===== config.mk =====
export PLATFORM = sky130hd
export DESIGN_NAME = hbcc_mod_unit
export DESIGN_NICKNAME = d
export VERILOG_FILES = /design/src/sv/hbcc_pkg.sv /design/src/sv/hbcc_mod_unit.sv
export SDC_FILE = /design/constraint.sdc
export NUM_CORES = 1
export LEC_CHECK = 0
export BUFFER_PORTS_ARGS = -buffer_cell sky130_fd_sc_hd__buf_2
export CAP_MARGIN = 25
export CELL_PAD_IN_SITES_DETAIL_PLACEMENT = 0
export CELL_PAD_IN_SITES_GLOBAL_PLACEMENT = 2
export CORE_MARGIN = 4
export CORE_UTILIZATION = 39
export DETAILED_ROUTE_END_ITERATION = 6
export PLACE_DENSITY_LB_ADDON = 0.1
export SLEW_MARGIN = 40
export SYNTH_ARGS = -nofsm -noshare
export SYNTH_HDL_FRONTEND = slang
export SYNTH_SLANG_ARGS = --single-unit

===== constraint.sdc =====
create_clock -name clk -period 13.6 [get_ports clk]
set_input_delay 0 -clock clk [delete_from_list [all_inputs] [get_ports clk]]
set_output_delay 0 -clock clk [all_outputs]
set_load 0.03 [all_outputs]

===== src/sv/hbcc_pkg.sv =====
// Package for the hash bucket collision counter.
// Holds the field widths, register indexes, reset values and bitmap row geometry.
// No dependencies.
package hbcc_pkg;

	localparam int SUM_W = 16;
	localparam int CODE_W = 8;
	localparam int BASE_W = 30;
	localparam int SIZE_W = 14;
	localparam int CNT_W = 24;
	localparam int CFG_IDX_W = 1;

	localparam logic [CFG_IDX_W-1:0] REG_BASE_NUMBER = 1'd0;
	localparam logic [CFG_IDX_W-1:0] REG_TABLE_SIZE = 1'd1;

	localparam logic [BASE_W-1:0] BASE_RESET = 30'd5003;
	localparam logic [SIZE_W-1:0] SIZE_RESET = 14'd5000;

	localparam logic KIND_CHAR = 1'b0;
	localparam logic KIND_RESTART = 1'b1;

	localparam int TABLE_DEPTH_DEF = 8192;

	localparam int ROW_W = 32;
	localparam int ROW_SEL_W = 5;

	localparam logic [SUM_W-1:0] SUM_MAX = '1;
	localparam logic [CNT_W-1:0] CNT_MAX = '1;

endpackage


===== src/sv/hbcc_mod_unit.sv =====
// Iterative remainder unit: a 16-bit dividend modulo a 30-bit divisor.
// Restoring scheme, two dividend bits per cycle. Depends on hbcc_pkg.
module hbcc_mod_unit
	import hbcc_pkg::*;
(
	input  logic              clk,
	input  logic              arst_n,
	input  logic              start,
	input  logic [SUM_W-1:0]  dividend,
	input  logic [BASE_W-1:0] divisor,
	output logic              done,
	output logic [SUM_W-1:0]  remainder
);

	localparam int MOD_BITS = 2;
	localparam int STEPS = SUM_W / MOD_BITS;
	localparam int STEP_CNT_W = $clog2(STEPS);

	logic [SUM_W-1:0]      rem_q;
	logic [SUM_W-1:0]      dvd_q;
	logic [BASE_W-1:0]     div_q;
	logic [STEP_CNT_W-1:0] step_q;
	logic                  busy_q;
	logic                  done_q;
	logic [SUM_W-1:0]      rem_next;

	always_comb begin
		logic [BASE_W-1:0] trial;
		logic [SUM_W-1:0]  r;
		r = rem_q;
		trial = '0;
		for (int i = 0; i < MOD_BITS; i++) begin
			trial = BASE_W'({r, dvd_q[SUM_W-1-i]});
			if (trial >= div_q) begin
				trial = trial - div_q;
			end
			r = trial[SUM_W-1:0];
		end
		rem_next = r;
	end

	always_ff @(posedge clk or negedge arst_n) begin
		if (!arst_n) begin
			busy_q <= 1'b0;
			done_q <= 1'b0;
			step_q <= '0;
		end else begin
			done_q <= 1'b0;
			if (start) begin
				busy_q <= 1'b1;
				step_q <= STEP_CNT_W'(STEPS - 1);
			end else if (busy_q) begin
				step_q <= step_q - 1'b1;
				if (step_q == '0) begin
					busy_q <= 1'b0;
					done_q <= 1'b1;
				end
			end
		end
	end

	always_ff @(posedge clk) begin
		if (start) begin
			rem_q <= '0;
			dvd_q <= dividend;
			div_q <= divisor;
		end else if (busy_q) begin
			rem_q <= rem_next;
			dvd_q <= dvd_q << MOD_BITS;
		end
	end

	assign done = done_q;
	assign remainder = rem_q;

`ifndef NO_ASSERTIONS
	a_done_after_busy: assert property (@(posedge clk) disable iff (!arst_n)
		done_q |-> $past(busy_q))
		else $error("remainder ready without a running division");
	a_last_step_done: assert property (@(posedge clk) disable iff (!arst_n)
		(busy_q && !start && step_q == '0) |=> done_q)
		else $error("final step did not signal completion");
	a_rem_below_div: assert property (@(posedge clk) disable iff (!arst_n)
		(done_q && div_q != '0) |-> (BASE_W'(rem_q) < div_q))
		else $error("remainder not below divisor");
`endif

endmodule


==> results of run 1 <==
## Yosys cell counts, drive strengths merged (9+ instances only)
| master | number | area [um2] |
|---|---|---|
| ha | 36 | 450.4 |
| nor2 | 23 | 86.33 |
| o21ai | 29 | 148.9 |
| mux2 | 23 | 259.0 |
| inv | 30 | 112.6 |
| nand2b | 9 | 56.30 |
| a21o | 9 | 67.56 |
| edfxtp | 46 | 1381 |
| xor2 | 9 | 78.83 |
| nand2 | 29 | 108.9 |
| xnor2 | 13 | 113.9 |
| dfxtp | 16 | 320.3 |
| a21oi | 31 | 155.2 |
## state kept, by name, indices dropped and copies added (netlist names)
name and flops:
step_q 3, dvd_q 16, div_q 30, busy_q 1, done 1, remainder 16
## worst register-to-register path, delay by kind of cell, from the launching register on
kind | cells | cell delay (ns)
AO/OA/AOI/OAI | 11 | 3.01
adder cells (fa/ha/maj) | 3 | 0.94
multiplexers | 1 | 0.35
buffers and inverters | 2 | 0.13
AND/OR/NAND/NOR | 1 | 0.30
flip-flops | 1 | 0.37
## worst max path at each step
stage	end	slack, ns	startpoint	depth (start not counted)
6_report	remainder[11]$_SDFFE_PP0P_	8.39	dvd_q[15]$_DFFE_PP_	18
5_1_grt	remainder[11]$_SDFFE_PP0P_	7.94	dvd_q[15]$_DFFE_PP_	19
4_1_cts	remainder[11]$_SDFFE_PP0P_	8.39	dvd_q[15]$_DFFE_PP_	18
3_5_place_dp	remainder[11]$_SDFFE_PP0P_	8.40	dvd_q[15]$_DFFE_PP_	18
3_3_place_gp	remainder[11]$_SDFFE_PP0P_	8.11	dvd_q[15]$_DFFE_PP_	19
2_1_floorplan	remainder[15]$_SDFFE_PP0P_	9.15	dvd_q[15]$_DFFE_PP_	20
## kinds of logic after synthesis
logic type	count (synthesis)	synth area share
xor+xnor	22	0.04473
compound gates	116	0.1830
buf+inv	41	0.03950
simple gates	107	0.1231
flops	67	0.4240
fa+ha+maj	38	0.1139
mux	28	0.07174
## cell type report
class / count / area, um2 / area share
Inverter: 30 / 112.6 / 0.02060
Timing Repair Buffer: 117 / 839.6 / 0.1536
Tap cell: 140 / 175.2 / 0.03205
Multi-Input combinational cell: 311 / 2311 / 0.4228
Clock buffer: 10 / 127.6 / 0.02335
Sequential cell: 67 / 1827 / 0.3342
Clock inverter: 6 / 72.57 / 0.01328
## per-layer routing
layer | track usage | part of all wire | vias to the layer above
li1 | - | - | 1789
met1 | 0.2182 | 0.43 | 1701
met2 | 0.3211 | 0.51 | 92
met3 | 0.04064 | 0.041 | 14
met4 | 0.06571 | 0.018 | 0
met5 | 0 | 0 | -
## per-stage QoR
step	worst slack (ns)	power, mW	hold slack, ns	area, um2	instances
global placement	8.115	0.3420	-0.1786	4773	616
CTS	8.389	0.5274	0.3281	5465	681
global route	7.944	0.5514	0.3377	5465	681
floorplan	9.154	0.3115	-0.2956	4308	419
finish	8.389	0.5220	0.3483	5465	681
detailed placement	8.401	0.3419	-0.1768	4785	617
## power by group through the flow
stage	sequential (mW)	combinational, mW	clock [mW]
4_1_cts	0.239	0.109	0.179
3_3_place_gp	0.243	0.0985	0
6_report	0.239	0.110	0.173
2_1_floorplan	0.244	0.0670	0
3_5_place_dp	0.244	0.0981	0
5_1_grt	0.241	0.122	0.188
==> metrics.txt, run 1 <==
CTS root buf=clkbuf_8; Crit path buffers/inverters=2; first-pass GRT wire length=18090 um; postcts setup bufs=0; Slew headroom=0.4683; outcome=finished clean; worst-skew pair later-pin latency=approximately 0.35 ns; startpoint types=flip-flop; Slew @ Worst Pin=0.7876 ns; Arrival @ worst endpoint=roughly 5.5 ns; Die Span Y=113.1 um; All-Layer GR Usage=0.1824; Max Clock Skew=0.01681 ns; Pre-antenna DRT Iters=4; commonest non-fill, non-tap cells in the layout=buf_2, dlygate4sd3_1, edfxtp_1, ha_1, a21oi_1; vias=about 3600; post-synth cell types=54; Hold Crit Start=divisor[18]; Peak VDD IR=0.00005783 V; Critical-path top delay cell=a211oi_4; Setup CP Type=reg2reg; Yosys Warn Count=0; Mapped Area=4308 um2; internal cell power=~370 uW; family with the most delay on the worst path=compound AO/OA/AOI/OAI gates; number of synthesized flops with an enable pin=46; setup TNS=0 ns; Net Sw Power=~150 uW; row count=38; Final Routed Wirelength=11240 um; ANT nets after route=0; flop2flop setup slack=8.39 ns; power per cell area=95.51 nW/um2; Post-CTS Resized=0; Initial Util=0.3974; top_reg_cell synth=edfxtp_1; Setup violations, final=0; Num CTS Buffers=9; synthesized instance count=419; crit-path max FO=10; clock transition at the registers of the reported paths=0.08 ns; RSZ-0062 raised after global routing=no; DRC viols=0; sequential-to-total area share from yosys stat=0.4240; Final nets=623; worst hold path class=in2reg; Reg-to-Reg Start=dvd_q[15]$_DFFE_PP_; share of power burned in combinational logic=0.210; FILL cells=1010; crit path cell chain=inv_1 > ha_1 > inv_1 > fa_1 > a21oi_1 > o211ai_1 > a211oi_1 > o21bai_1 > o21a_1 > mux2_2 > ha_1 > a211oi_1 > o21a_1 > o31ai_4 > o21ai_2 > a211oi_4 > nor2_1 > a221o_1; clock sink total=67; gpl congestion=0.8119; Final Hold Fails=0; routed len/inst=16.50 um; reg2reg path depth=18; Final min period=5.211 ns; syn_area_per_cell=10.28 um2; Hold Path Stages=2; Worst Setup End Kind=flip-flop; reg2reg end=remainder[11]$_SDFFE_PP0P_; DIE AREA=12790 um2; drt via density=5.280; Core ar.=10840 um2; Clock Path Buffers=2; fin. max-slew vios=0; initial antenna violation count=0; switch share=0.2894; sequential power share=0.458; Die Wd=113.1 um; H-Tree Level Count=3; Ports=66; Worst Hold End=div_q[18]$_DFFE_PP_; DR iter-0 viols=~140; clock share of power=0.332; fmax=191.9 MHz; Post-synth ARST share=0.07463; max incr delay on CP=0.55 ns; Layout area overhead=26.87%; most common cell after layout, fill and taps aside=buf_2; vias in the first global route=3599; largest net degree at the start of global routing=between 60 and 70; post-detail-place hpwl=8276 um; Post-Synthesis Net Count=506; cts hold-fix bufs=48; PortBufs=65; #FFs+latches synth=67; diode count=0; CP required=13.84 ns; Final period util=0.3832; Congestion Overflow GR=0; final core area utilization=0.5042; fraction of layout cells with a size suffix above 1=0.2126; MaxCap Viol Count=0; TritonCTS clock tree=done; P_leak=2.411 nW
Power figures use the tool's default switching activity.
==> run 2, diff against run 1 <==
Settings changed: ABC_AREA set to 1, CORE_UTILIZATION 39 to 33.
Clock period 13.6 ns to 5.5 ns, I/O delays scaled along.
==> metrics.txt, run 2 <==
CTS root buf=clkbuf_16 (was clkbuf_8); max incr delay on CP=0.42 ns (was 0.55 ns); MaxCap Viol Count=0 (unchanged); P_leak=3.252 nW (was 2.411 nW); row count=43 (was 38); Critical-path top delay cell=fa_1 (was a211oi_4); post-detail-place hpwl=11630 um (was 8276 um); flop2flop setup slack=1.10 ns (was 8.39 ns); Clock Path Buffers=2 (unchanged); RSZ-0062 raised after global routing=no (unchanged); clock sink total=67 (unchanged); Peak VDD IR=0.0002170 V (was 0.00005783 V); gpl congestion=0.8906 (was 0.8119); fmax=227.4 MHz (was 191.9 MHz); Worst Setup End Kind=flip-flop (unchanged); Yosys Warn Count=0 (unchanged); Ports=66 (unchanged); Congestion Overflow GR=0 (unchanged); worst-skew pair later-pin latency=0.34 ns (was 0.35 ns); Hold Path Stages=2 (unchanged); Max Clock Skew=0.005310 ns (was 0.01681 ns); number of synthesized flops with an enable pin=46 (unchanged); critical path depth=28 (was 18); commonest non-fill, non-tap cells in the layout=nand2_1, inv_1, buf_2, nand3_1, dlygate4sd3_1 (was buf_2, dlygate4sd3_1, edfxtp_1, ha_1, a21oi_1); DR iter-0 viols=309 (was 142); DIE AREA=16520 um2 (was 12790 um2); area leader, netlist=edfxtp_1 (unchanged); first-pass GRT wire length=23770 um (was 18090 um); Initial Util=0.3414 (was 0.3974); DRC viols=0 (unchanged); initial antenna violation count=0 (unchanged); ANT nets after route=0 (unchanged); FILL cells=1433 (was 1010); Worst Slack Setup Final=1.103 ns (was 8.389 ns); Slew headroom=0.5400 (was 0.4683); All-Layer GR Usage=0.1874 (was 0.1824); CP required=5.79 ns (was 13.84 ns); Hold Crit Start=start (was divisor[18]); number of flip-flops under the largest register name=30 (unchanged); Final Routed Wirelength=14900 um (was 11240 um); Core ar.=14040 um2 (was 10840 um2); crit-path most repeated cell=nand2_1; Setup CP Type=reg2reg (unchanged); Final Hold Fails=0 (unchanged); Post-synth ARST share=0.07463 (unchanged); post-synth cell types=34 (was 54); Arrival @ worst endpoint=4.69 ns (was 5.45 ns); most common cell after layout, fill and taps aside=nand2_1 (was buf_2); synthesized instance count=662 (was 419); Synth top area share=0.2882 (was 0.3207); H-Tree Level Count=3 (unchanged); Final min period=4.397 ns (was 5.211 ns); top-count cell post-synth=nand2_1 (was edfxtp_1); crit-path max FO=17 (was 10); startpoint types=flip-flop (unchanged); family with the most delay on the worst path=simple AND/OR/NAND/NOR gates (was compound AO/OA/AOI/OAI gates); Layout area overhead=26.68% (was 26.87%); sequential-to-total area share from yosys stat=0.3811 (was 0.4240); outcome=finished clean (unchanged); Die Span Y=128.5 um (was 113.1 um); PortBufs=65 (unchanged); postcts setup bufs=0 (unchanged); dpl ws=1.168 ns (was 8.401 ns); #FFs+latches synth=67 (unchanged); Final Instance Count excl. Fillers=964 (was 681); fin. max-slew vios=0 (unchanged); placed cell count=900 (was 617); top_reg_cell synth=edfxtp_1 (unchanged); Die Wd=128.5 um (was 113.1 um); synth top area cells=edfxtp_1, nand2_1, ha_1 (was edfxtp_1, ha_1, dfxtp_1); power per cell area=240.2 nW/um2 (was 95.51 nW/um2); Setup violations, final=0 (unchanged); Post-Synthesis Net Count=749 (was 506); largest register by flop count=div_q (unchanged); setup TNS=0 ns (unchanged); Worst Hold End=div_q[5]$_DFFE_PP_ (was div_q[18]$_DFFE_PP_); Pre-antenna DRT Iters=5 (was 4); Post-CTS Resized=0 (unchanged); fraction of layout cells with a size suffix above 1=0.1327 (was 0.2126); Final nets=866 (was 623); Post-synth top cells=nand2_1, inv_1, nand3_1 (was edfxtp_1, ha_1, a21oi_1); TritonCTS clock tree=done (unchanged); clock transition at the registers of the reported paths=0.06 ns (was 0.08 ns); worst hold path class=in2reg (unchanged); vias in the first global route=4529 (was 3599); vias=4545 (was 3596); syn_area_per_cell=7.241 um2 (was 10.28 um2); reg2reg path depth=28 (was 18); largest net degree at the start of global routing=52 (was 63); Num CTS Buffers=9 (unchanged); Reg-to-Reg Start=dvd_q[15]$_DFFE_PP_ (unchanged); cts hold-fix bufs=48 (unchanged); drt via density=4.715 (was 5.280); routed len/inst=15.46 um (was 16.50 um); Slew @ Worst Pin=0.6828 ns (was 0.7876 ns); reg2reg end=remainder[1]$_SDFFE_PP0P_ (was remainder[11]$_SDFFE_PP0P_); Final period util=0.7995 (was 0.3832); diode count=0 (unchanged); Crit path buffers/inverters=6 (was 2); Mapped Area=4793 um2 (was 4308 um2)
run 2: changes by cell type in the layout (fill, tap and decap cells not counted), moves of 13 or more:
cell,delta
nand3_1,+53
nor2_1,+23
nand2_2,+13
inv_1,+58
o21ai_0,-15
nand2_1,+207
mux2_2,-23
run 2: worst reg2reg max path: cells and delay by family, from the launching register on:
family / cells / cell delay [ns]
buf+inv: 6 / 0.84
fa+ha+maj: 3 / 0.94
simple gates: 18 / 1.90
compound gates: 1 / 0.27
flops: 1 / 0.40
run 2: kinds of logic after synthesis:
group | count (synthesis) | share of synthesized area
simple gates | 377 | 0.3328
buf+inv | 101 | 0.08379
flops | 67 | 0.3811
compound gates | 63 | 0.07074
fa+ha+maj | 38 | 0.1023
xor+xnor | 16 | 0.02923
run 2: how the worst max path moves through the flow:
stage                                    startpoint                    endpoint  slack [ns]
after floorplan           remainder[8]$_SDFFE_PP0P_  remainder[10]$_SDFFE_PP0P_        2.17
after global placement          dvd_q[15]$_DFFE_PP_  remainder[15]$_SDFFE_PP0P_        1.21
after detailed placement        dvd_q[15]$_DFFE_PP_   remainder[1]$_SDFFE_PP0P_        1.17
after CTS                       dvd_q[15]$_DFFE_PP_   remainder[1]$_SDFFE_PP0P_        1.15
after global routing            dvd_q[15]$_DFFE_PP_  remainder[14]$_SDFFE_PP0P_        0.73
final                           dvd_q[15]$_DFFE_PP_   remainder[1]$_SDFFE_PP0P_        1.10
run 2: routing by layer:
layer | track usage | vias to the layer above | part of all wire
met5 | 0 | - | 0
met4 | 0.04262 | 0 | 0.014
met3 | 0.04234 | 14 | 0.044
met2 | 0.3178 | 123 | 0.48
met1 | 0.2447 | 2038 | 0.46
li1 | - | 2370 | -
run 2: where the power goes:
| group | leakage, nW | total [mW] | internal, mW | switching, mW |
|---|---|---|---|---|
| sequential | 0.654 | 0.590 | 0.576 | 0.0144 |
| clock | 0.139 | 0.586 | 0.351 | 0.235 |
| combinational | 2.46 | 0.283 | 0.111 | 0.172 |
| total | 3.25 | 1.46 | 1.04 | 0.421 |
run 2: per-stage QoR:
stage	cell area [um2]	power [mW]	utilization	hold slack (ns)
6_report	6072	1.459	0.4324	0.3088
4_1_cts	6072	1.476	0.4324	0.3156
3_3_place_gp	5303	0.8564	0.3776	-0.1846
3_5_place_dp	5303	0.8563	0.3776	-0.1794
2_1_floorplan	4793	0.7684	-	-0.2956
5_1_grt	6072	1.534	0.4324	0.3531
run 2: final cells by class:
type | instances | area [um2] | share of cell area
multi-input combinational | 494 | 2565 | 0.4224
clock inverter | 5 | 56.30 | 0.009273
inverter | 92 | 345.3 | 0.05687
tap | 180 | 225.2 | 0.03709
clock buffer | 11 | 232.7 | 0.03833
timing repair buffer | 115 | 820.8 | 0.1352
sequential | 67 | 1827 | 0.3008
==> run 3, diff against run 2 <==
Clock period 5.5 ns to 4.5 ns, I/O delays scaled along.
==> metrics.txt, run 3 (synthesized netlist as in run 2, its figures left out) <==
MaxCap Viol Count=0 (unchanged); Final nets=869 (was 866); DRC viols=0 (unchanged); CTS root buf=clkbuf_16 (unchanged); vias=4628 (was 4545); vias in the first global route=4509 (was 4529); Ports=66 (unchanged); Final Routed Wirelength=14950 um (was 14900 um); Initial Util=0.3414 (unchanged); Peak VDD IR=0.0002588 V (was 0.0002170 V); startpoint types=flip-flop (unchanged); drt via density=4.786 (was 4.715); Worst Setup End Kind=flip-flop (unchanged); number of flip-flops under the largest register name=30 (unchanged); Core ar.=14040 um2 (unchanged); met3 WL=774 um (was 659 um); clock transition at the registers of the reported paths=0.06 ns (about the same); fmax=244.2 MHz (was 227.4 MHz); setup TNS=0 ns (unchanged); worst-skew pair later-pin latency=0.33 ns (was 0.34 ns); Setup violations, final=0 (unchanged); Power Total=1.779 mW (was 1.459 mW); H-Tree Level Count=3 (unchanged); routed len/inst=15.46 um (about the same); Final period util=0.9099 (was 0.7995); TritonCTS clock tree=done (unchanged); Final min period=4.095 ns (was 4.397 ns); M1 wire length=6817 um (was 6834 um); post-detail-place hpwl=11890 um (was 11630 um); initial antenna violation count=0 (unchanged); largest register by flop count=div_q (unchanged); RSZ-0062 raised after global routing=no (unchanged); Setup CP Type=reg2reg (unchanged); outcome=finished clean (unchanged); All-Layer GR Usage=0.1873 (was 0.1874); power per cell area=291.0 nW/um2 (was 240.2 nW/um2); dpl ws=0.2156 ns (was 1.168 ns); most common cell after layout, fill and taps aside=nand2_1 (unchanged); largest net degree at the start of global routing=37 (was 52); placed cell count=903 (was 900); Congestion Overflow GR=0 (unchanged); Final Instance Count excl. Fillers=967 (was 964); metal2 WL=6938 um (was 7193 um); worst hold path class=in2reg (unchanged); fraction of layout cells with a size suffix above 1=0.1385 (was 0.1327); gpl congestion=0.9241 (was 0.8906); Arrival @ worst endpoint=4.32 ns (was 4.69 ns); PortBufs=65 (unchanged); clock sink total=67 (unchanged); Final Hold Fails=0 (unchanged); Num CTS Buffers=9 (unchanged); row count=43 (unchanged); DR iter-0 viols=301 (was 309); crit-path max FO=17 (unchanged); DIE AREA=16520 um2 (unchanged); fin. max-slew vios=0 (unchanged); Die Wd=128.5 um (unchanged); Clock Path Buffers=2 (unchanged); Slew @ Worst Pin=0.6060 ns (was 0.6828 ns); Layout area overhead=27.56% (was 26.68%); Slew headroom=0.5956 (was 0.5400); CP required=4.73 ns (was 5.79 ns); Worst Slack Setup Final=0.4054 ns (was 1.103 ns); Max Clock Skew=0.006251 ns (was 0.005310 ns); P_leak=3.268 nW (was 3.252 nW); diode count=0 (unchanged); Die Span Y=128.5 um (unchanged); first-pass GRT wire length=23940 um (was 23770 um); Pre-antenna DRT Iters=6 (was 5); ANT nets after route=0 (unchanged); highest metal used=met4 (unchanged); commonest non-fill, non-tap cells in the layout=nand2_1, inv_1, buf_2, nand3_1, dlygate4sd3_1 (unchanged)
==> run 3: layout make-up <==
type,instances,area (um2)
Multi-Input combinational cell,494,2574
Sequential cell,67,1827
Fill cell,1449,7928
Clock buffer,10,229.0
Tap cell,180,225.2
Clock inverter,6,66.31
Timing Repair Buffer,118,843.3
Inverter,92,350.3
==> run 3: critical path, stage by stage, from the launching register on <==
cell      delay (ns)
edfxtp_1        0.41
inv_1           0.08
ha_1            0.16
inv_1           0.09
fa_1            0.42
nand2_1         0.12
nand3_2         0.12
nand2_1         0.13
nand2_2         0.08
nand2_4         0.11
nand2_4         0.13
nand3_1         0.16
nand2_1         0.07
ha_1            0.37
nand2_1         0.15
nor2_1          0.24
inv_1           0.11
nor2_1          0.11
nand3_1         0.10
nand2_1         0.08
nand2_1         0.10
nand2_4         0.20
inv_4           0.13
nor2_1          0.10
nor2_1          0.06
nand2_1         0.09
nand2_1         0.05
==> run 3: final timing paths <==
kind	slack, ns	from	cells past startpoint	to
worst min register to register	0.48	step_q[0]$_DFFE_PN0P_	1	step_q[0]$_DFFE_PN0P_
worst max-delay path	0.41	dvd_q[15]$_DFFE_PP_	26	remainder[1]$_SDFFE_PP0P_
worst max register to register	0.41	dvd_q[15]$_DFFE_PP_	26	remainder[1]$_SDFFE_PP0P_
max in group asynchronous	3.71	arst_n	3	step_q[2]$_DFFE_PN0P_
worst min-delay path	0.13	start	1	div_q[5]$_DFFE_PP_
min in group asynchronous	0.58	arst_n	3	step_q[1]$_DFFE_PN0P_
==> run 3: report_power, final <==
| part | switching [mW] | total, mW | internal, mW |
|---|---|---|---|
| Combinational | 0.211 | 0.348 | 0.137 |
| Sequential | 0.0176 | 0.721 | 0.704 |
| Clock | 0.280 | 0.710 | 0.429 |
| Total | 0.509 | 1.78 | 1.27 |
==> run 3: routing by layer <==
metal  up-vias  track usage
met4         0      0.06424
met5         -            0
met3        21      0.03279
li1       2377            -
met1      2094       0.2501
met2       136       0.3071
==> run 3: per-stage QoR <==
stage	cell area, um2	hold WS (ns)	utilization
2_1_floorplan	4793	-0.2956	-
3_3_place_gp	5325	-0.1842	0.3792
3_5_place_dp	5325	-0.1744	0.3792
4_1_cts	6101	0.1268	0.4345
5_1_grt	6115	0.1311	0.4354
6_report	6115	0.1252	0.4354
==> run 3: timing repair <==
item,CTS,global route
hold endpoints to repair,51,0
setup endpoints to repair,0,15
gates resized for setup,0,6
buffers inserted,0,0
hold buffers,48,0
